### config.mk
export PLATFORM = sky130hd
export DESIGN_NAME = tar_div
export DESIGN_NICKNAME = d
export VERILOG_FILES = /design/src/hdl/tar_pkg.sv /design/src/hdl/tar_div.sv
export SDC_FILE = /design/constraint.sdc
export NUM_CORES = 2
export LEC_CHECK = 0
export BUFFER_PORTS_ARGS = -buffer_cell sky130_fd_sc_hd__buf_2
export CORE_ASPECT_RATIO = 1.2
export CORE_MARGIN = 1.5
export CORE_UTILIZATION = 64
export CTS_CLUSTER_DIAMETER = 50
export DETAILED_ROUTE_END_ITERATION = 12
export GPL_ROUTABILITY_DRIVEN = 1
export PLACE_DENSITY = 0.8
export SLEW_MARGIN = 20
export SYNTH_ARGS = -nofsm -noshare
export SYNTH_HDL_FRONTEND = slang
export SYNTH_SLANG_ARGS = --single-unit
### constraint.sdc
create_clock -name clk_i -period 5 [get_ports clk_i]
set_input_delay 0.25 -clock clk_i [delete_from_list [all_inputs] [get_ports clk_i]]
set_output_delay 0.25 -clock clk_i [all_outputs]
set_load 0.03 [all_outputs]
### src/hdl/tar_pkg.sv
// Shared widths, constants and sideband types for the triangle aspect ratio block.
package tar_pkg;

  localparam int COORD_BITS      = 16;
  localparam int RATIO_FRAC_BITS = 8;
  localparam int RATIO_BITS      = 24;

  localparam int DIFF_W = COORD_BITS + 1;           // coordinate difference
  localparam int PRD_W  = 2 * DIFF_W;               // signed product
  localparam int SQ_W   = 2 * DIFF_W - 2;           // square of a difference
  localparam int LEN_W  = SQ_W + 2;                 // sum of three squares
  localparam int CR_W   = PRD_W;                    // cross product component
  localparam int ABS_W  = CR_W - 1;                 // its magnitude
  localparam int LO_W   = (ABS_W + 1) / 2;
  localparam int HI_W   = ABS_W - LO_W;
  localparam int C2_W   = 2 * ABS_W + 2;            // squared cross magnitude
  localparam int ROOT_W = C2_W / 2;
  localparam int NUM_W  = LEN_W + RATIO_FRAC_BITS;  // dividend

  localparam logic [RATIO_BITS-1:0] RATIO_MAX = '1;

  typedef enum logic [1:0] {
    EDGE_AB = 2'd0,
    EDGE_BC = 2'd1,
    EDGE_CA = 2'd2
  } tar_edge_e;

  // Travels with the item through the square root stages.
  typedef struct packed {
    logic             valid;
    logic             degen;
    tar_edge_e        which;
    logic [LEN_W-1:0] best;
  } tar_side_t;

  // Travels with the item through the divider stages.
  typedef struct packed {
    logic      valid;
    logic      degen;
    logic      sat;
    tar_edge_e which;
  } tar_tag_t;

endpackage

### src/hdl/tar_div.sv
// Pipelined saturating restoring divider, one quotient bit per register stage.
module tar_div (
  input  logic                           clk_i,
  input  logic                           rst_ni,
  input  logic                           en_i,
  input  logic [tar_pkg::ROOT_W-1:0]     root_i,
  input  tar_pkg::tar_side_t             side_i,
  output logic [tar_pkg::RATIO_BITS-1:0] ratio_o,
  output tar_pkg::tar_tag_t              tag_o
);

  localparam int NS     = tar_pkg::RATIO_BITS;
  localparam int DREM_W = tar_pkg::ROOT_W + 1;
  localparam int HI_N   = tar_pkg::NUM_W - tar_pkg::RATIO_BITS;

  logic [tar_pkg::NUM_W-1:0] num;
  logic [HI_N-1:0]           num_hi;

  logic [DREM_W-1:0]              rem_s  [NS+1];
  logic [tar_pkg::RATIO_BITS-1:0] lo_s   [NS+1];
  logic [tar_pkg::RATIO_BITS-1:0] q_s    [NS+1];
  logic [tar_pkg::ROOT_W-1:0]     root_s [NS+1];
  tar_pkg::tar_tag_t              tag_s  [NS+1];

  assign num    = {side_i.best, {tar_pkg::RATIO_FRAC_BITS{1'b0}}};
  assign num_hi = num[tar_pkg::NUM_W-1:tar_pkg::RATIO_BITS];

  // Quotient would need 2^24 or more: saturate. A zero root lands here too.
  assign tag_s[0].valid = side_i.valid;
  assign tag_s[0].degen = side_i.degen;
  assign tag_s[0].which = side_i.which;
  assign tag_s[0].sat   = (DREM_W'(num_hi) >= DREM_W'(root_i));
  assign rem_s[0]       = DREM_W'(num_hi);
  assign lo_s[0]        = num[tar_pkg::RATIO_BITS-1:0];
  assign q_s[0]         = '0;
  assign root_s[0]      = root_i;

  for (genvar k = 0; k < NS; k++) begin : g_stage
    logic [DREM_W-1:0] tmp;
    logic              ge;

    always_comb begin
      tmp = {rem_s[k][DREM_W-2:0], lo_s[k][tar_pkg::RATIO_BITS-1]};
      ge  = (tmp >= DREM_W'(root_s[k]));
    end

    always_ff @(posedge clk_i or negedge rst_ni) begin
      if (!rst_ni) begin
        tag_s[k+1] <= '0;
      end else if (en_i) begin
        tag_s[k+1] <= tag_s[k];
      end
    end

    always_ff @(posedge clk_i) begin
      if (en_i) begin
        rem_s[k+1]  <= ge ? (tmp - DREM_W'(root_s[k])) : tmp;
        lo_s[k+1]   <= lo_s[k] << 1;
        q_s[k+1]    <= {q_s[k][tar_pkg::RATIO_BITS-2:0], ge};
        root_s[k+1] <= root_s[k];
      end
    end
  end

  assign tag_o   = tag_s[NS];
  assign ratio_o = tag_s[NS].sat ? tar_pkg::RATIO_MAX : q_s[NS];

endmodule

After elaboration in Yosys (flattened, before gate mapping)
Index checks and enable logic that the tools add are counted.

Word-level logic and storage cells: 261. Output and inout bits: 29. Bits of input ports: 75. Register bits after elaboration: 2104.

$add $sub $neg: 23. $lt $le $gt $ge: 25. Mux-type cells: 24.

Operator list (count): 35-bit by 34-bit >= comparator with 1-bit output (23); 34-bit two-way mux (22); 34-bit subtractor (22); 18-bit by 34-bit >= comparator with 1-bit output (1); 19-bit by 34-bit >= comparator with 1-bit output (1); 19-bit by 34-bit subtractor with 34-bit output (1); 24-bit two-way mux (1); 19-bit two-way mux (1).

Depth between registers and ports, before layout
Depth after elaboration: 2. Depth in mapped cells: 17. Gate-level depth less buffers: 15.

Worst setup path before layout
OpenSTA, ideal clock, no wires.

Path kind: register -> register. Start: register lo_s, in the netlist g_stage[11].tmp[0]. End: register rem_s, in the netlist g_stage[12].tmp[33] (data pin). Path buffers: 0. Arrival time: 3.397 ns. Period minus slack after synthesis: 3.664 ns. Slack: 1.336 ns. Setup time: 0.268 ns. Required time: 4.732 ns. Cell stages (with the launch flop): 16. Path through: edfxtp_1 > inv_1 > ha_1 > inv_1 > fa_1 > a21o_1 > a21oi_1 > nor2_1 > a2111oi_0 > o211a_1 > o311a_1 > o31ai_1 > a21oi_1 > o21ai_0 > xnor2_1 > o21ai_0.

Longest elaborated chain between the ends: 2. Elaborated cells between the ends (all ways): 3. Classes of those cells: add/sub: 1; order compare: 1; mux: 1.

Ends and longest elaborated chain: start: declaration (line tar_div.sv:20) `logic [tar_pkg::RATIO_BITS-1:0] lo_s [NS+1];`; start signal: indexed assignment (line tar_div.sv:58) `lo_s[k+1] <= lo_s[k] << 1;`; 34-bit subtractor / 35-bit by 34-bit >= comparator with 1-bit output (equally long branches) (line tar_div.sv:57, tar_div.sv:44); 34-bit two-way mux (*) (line tar_div.sv:57) `rem_s[k+1] <= ge ? (tmp - DREM_W'(root_s[k])) : tmp;`; end signal: indexed assignment (line tar_div.sv:57); end: declaration (line tar_div.sv:19) `logic [DREM_W-1:0] rem_s [NS+1];`.

Mark *: on every way between the ends. The rest lies on a longest branch, timed or not. A chain may end at the register's enable or synchronous reset.

Final worst setup path
Start: register root_s[307] (netlist name). End: register rem_s, in the netlist g_stage[16].tmp[2] (data pin).

Longest elaborated chain between the ends: 2. Elaborated cells between the ends (all ways): 3. Classes of those cells: add/sub: 1; order compare: 1; mux: 1.

Ends and longest elaborated chain: start: declaration (line tar_div.sv:22) `logic [tar_pkg::ROOT_W-1:0] root_s [NS+1];`; start signal: indexed assignment (line tar_div.sv:60) `root_s[k+1] <= root_s[k];`; 34-bit subtractor / 35-bit by 34-bit >= comparator with 1-bit output (equally long branches) (line tar_div.sv:57, tar_div.sv:44); 34-bit two-way mux (*) (line tar_div.sv:57).

Marks and branches as above.

==> results.py <==
metrics = {
    "outcome": {
        "outcome": "finished clean",
    },
    "detailed_routing": {
        "first_iter_violations": 6214,
        "drc": 0,
        "detail_route.wl_per_cell_um": 22.0,
        "ant_nets": 0,
        "via_per_inst": 6.12,
        "wirelength_um": 278000,
        "vias": 77500,
        "firstDrtPassIters": 7,
    },
    "cts": {
        "clkLatencyLatePin_ns": 0.88,
        "cts_sinks": 2104,
        "cts_resized": 0,
        "post_cts_buffers": 0,
        "cts_tree": "built",
        "numCtsBuffers": 217,
        "cts.clk_slew.worst_paths_ns": 0.07,
        "cts_buffer_depth": 3,
        "h-tree-depth": 4,
        "clock-root-buffer": "clkbuf_16",
    },
    "critical_path": {
        "arrival_ns": 5.06,
        "start_kind": "flop",
        "crit_required_ns": 5.60,
        "crit_fanout": 22,
        "cp-end-kind": "flop",
        "path_class": "flop to flop",
        "r2r_slack_ns": 0.53,
    },
    "layout": {
        "final_cell_mix": "1,984 x edfxtp_1, 1,000 x inv_1, 893 x a21oi_1",
        "layout_commonest_cell": "edfxtp_1",
        "drive_above_1_share_pct": 9.32,
        "synthToLayoutAreaGrowth_pct": 10.0,
        "nNetsFinal": 11100,
    },
    "sta": {
        "post-route-period-util_pct": 89.4,
        "post-route-min-period_ns": 4.47,
        "tightest_slew_ns": 1.09,
        "finalSetupTns_ns": 0,
        "slew_headroom_pct": 25.8,
        "final_max_slew_viol_count": 0,
        "setup_viol": 0,
        "clock_skew_ns": 0.0347,
        "finalHoldViolations": 0,
        "rsz0062_at_grt": "no",
        "fmax_ghz": 0.224,
    },
    "synth": {
        "syn_avg_cell_area_um2": 11.5,
        "synthMuxAreaShare_pct": 3.75,
        "ys_types": 93,
        "synth_area_leader_cell": "edfxtp_1",
        "netlist_top_cells_area": "edfxtp_1 52%, ha_1 9.0%, a21oi_1 3.9%",
        "ys_ff_latch": 2104,
        "ys_warn_count": 0,
        "syn_nets": 10800,
        "synth_simple_gate_area_share_pct": 8.52,
        "synth_top_family_by_area": "compound AO/OA/AOI/OAI gates",
        "netlist_area_mm2": 0.114,
        "synthCells": 9928,
        "synth_edf_count": 1984,
        "synth_top_flop_cell": "edfxtp_1",
        "yosysTopAreaCellShare_pct": 52.2,
        "synthAdderAreaFrac_pct": 9.36,
        "ys_seq_area_share_pct": 54.8,
        "ys_async_sr_fraction_pct": 5.70,
        "synth_compound_area_share_pct": 14.2,
        "synth_xor_area_share_pct": 5.20,
    },
    "floorplanning": {
        "core_mm2": 0.177,
        "die_y_um": 466,
        "io-pin-count": 104,
        "initial_utilization_pct": 64.5,
        "die_w_um": 389,
        "rows": 169,
        "die-area_mm2": 0.181,
    },
    "worst_hold_path": {
        "min_path_type": "input pin to async pin",
    },
    "place": {
        "hpwl_um": 210000,
        "numPortBuffers": 103,
        "gp_congestion": 0.986,
    },
    "job": {
        "maxCapViolations": 0,
    },
    "power": {
        "total_power_mw": 80.7,
        "cellLeakagePower_nw": 52.1,
        "power_density_mw_per_mm2": 642,
        "ir_drop_v": 0.000457,
    },
    "grt": {
        "grt_use_total_pct": 30.5,
        "grt_pass1_vias": 76600,
        "grt_pass1_wl_um": 427000,
        "grt_max_degree": 177,
        "antenna_found_initial": 2,
        "gr-total-overflow": 0,
    },
}
==> Yosys cell counts (20+ instances only) <==
library cell,number
edfxtp_1,1984
inv_1,1000
a21oi_1,896
ha_1,818
nand2_1,664
o21ai_0,616
nor2_1,562
a21o_1,445
xnor2_1,413
mux2_2,332
xor2_1,265
clkbuf_1,168
nand4_1,136
nand3_1,130
dfrtp_1,120
o21bai_1,109
nor2b_1,97
nand2b_1,91
and3_1,86
nor3_1,84
a31oi_1,76
o21a_1,74
a211oi_1,47
or2_2,45
buf_2,41
and2_1,38
o31ai_1,36
or3_1,35
o211ai_1,33
mux2_1,32
nor4_1,24
fa_1,23
and4_1,22
a221oi_1,21
a211o_1,20
==> worst paths after layout <==
path,end,start,cells past startpoint
hold reg to reg,lo_s[515],lo_s[538],0
max in group asynchronous,tag_s[17],rst_ni,3
setup / recovery,g_stage[16].tmp[2],root_s[307],15
setup reg to reg,g_stage[16].tmp[2],root_s[307],15
min in group clk_i,lo_s[566],side_i[5],2
hold / removal,tag_s[5],rst_ni,2
==> area by class of cell <==
class	count	area, um2
inverter	1002	3760
clock buffer	277	5760
clock inverter	122	1390
fill	12300	51300
multi-input combinational	6584	47000
sequential	2104	62600
tap	2308	2890
timing repair buffer	271	2270
antenna	1	2.50
==> worst max-delay path: stages, from the launching register on <==
cell and delay (ns):
edfxtp_1 0.38, inv_1 0.12, ha_1 0.26, nor2b_1 0.15
o31ai_1 0.35, a211o_1 0.26, a21oi_1 0.09, buf_4 0.16
a2111oi_0 0.52, o21ai_1 0.21, a21o_1 0.23, a31oi_1 0.41
o31a_1 0.29, o21ai_4 0.17, buf_4 0.29, mux2_2 0.30
==> layer usage <==
| metal | GRT usage [%] | vias up | wire [um] |
|---|---|---|---|
| met1 | 34.4 | 37300 | 103000 |
| met5 | 0 | - | 0 |
| li1 | - | 36900 | - |
| met2 | 55.7 | 2543 | 145000 |
| met4 | 17.3 | 0 | 17800 |
| met3 | 3.76 | 822 | 13200 |
==> what timing repair did <==
item,in CTS,in global routing
hold buffers,74,0
setup endpoints to repair,0,0
endpoints found under the hold margin,218,0
==> metrics by stage <==
stage               hold slack, ns  cell area (um2)  std cells  setup slack (ns)  utilization, %
detailed placement           0.405           118000      12200             0.629            66.5
finish                      0.0714           126000      12700             0.531            71.0
global placement             0.400           118000      12200             0.857            66.5
floorplan                  -0.0456           114000       9928              1.34               -
global route                0.0531           126000      12700             0.167            71.0
CTS                         0.0323           126000      12700             0.585            71.0
==> sequential cells by signal, indices dropped and copies added, names as in the netlist <==
| name | flops |
|---|---|
| g_stage.tmp | 797 |
| tag_s | 115 |
| root_s | 782 |
| tag_o | 5 |
| lo_s | 105 |
| q_s | 300 |
==> logic make-up after synthesis <==
| family | count (synthesis) |
|---|---|
| fa+ha+maj | 841 |
| buf+inv | 1240 |
| flops | 2104 |
| mux | 382 |
| compound gates | 2618 |
| simple gates | 2065 |
| xor+xnor | 678 |
==> where the power goes <==
group,total [mW],switching (mW),internal (mW)
Combinational,35.4,20.3,15.1
Clock,16.2,7.02,9.17
Sequential,29.1,3.31,25.8
(Power assumes the default switching activity.)
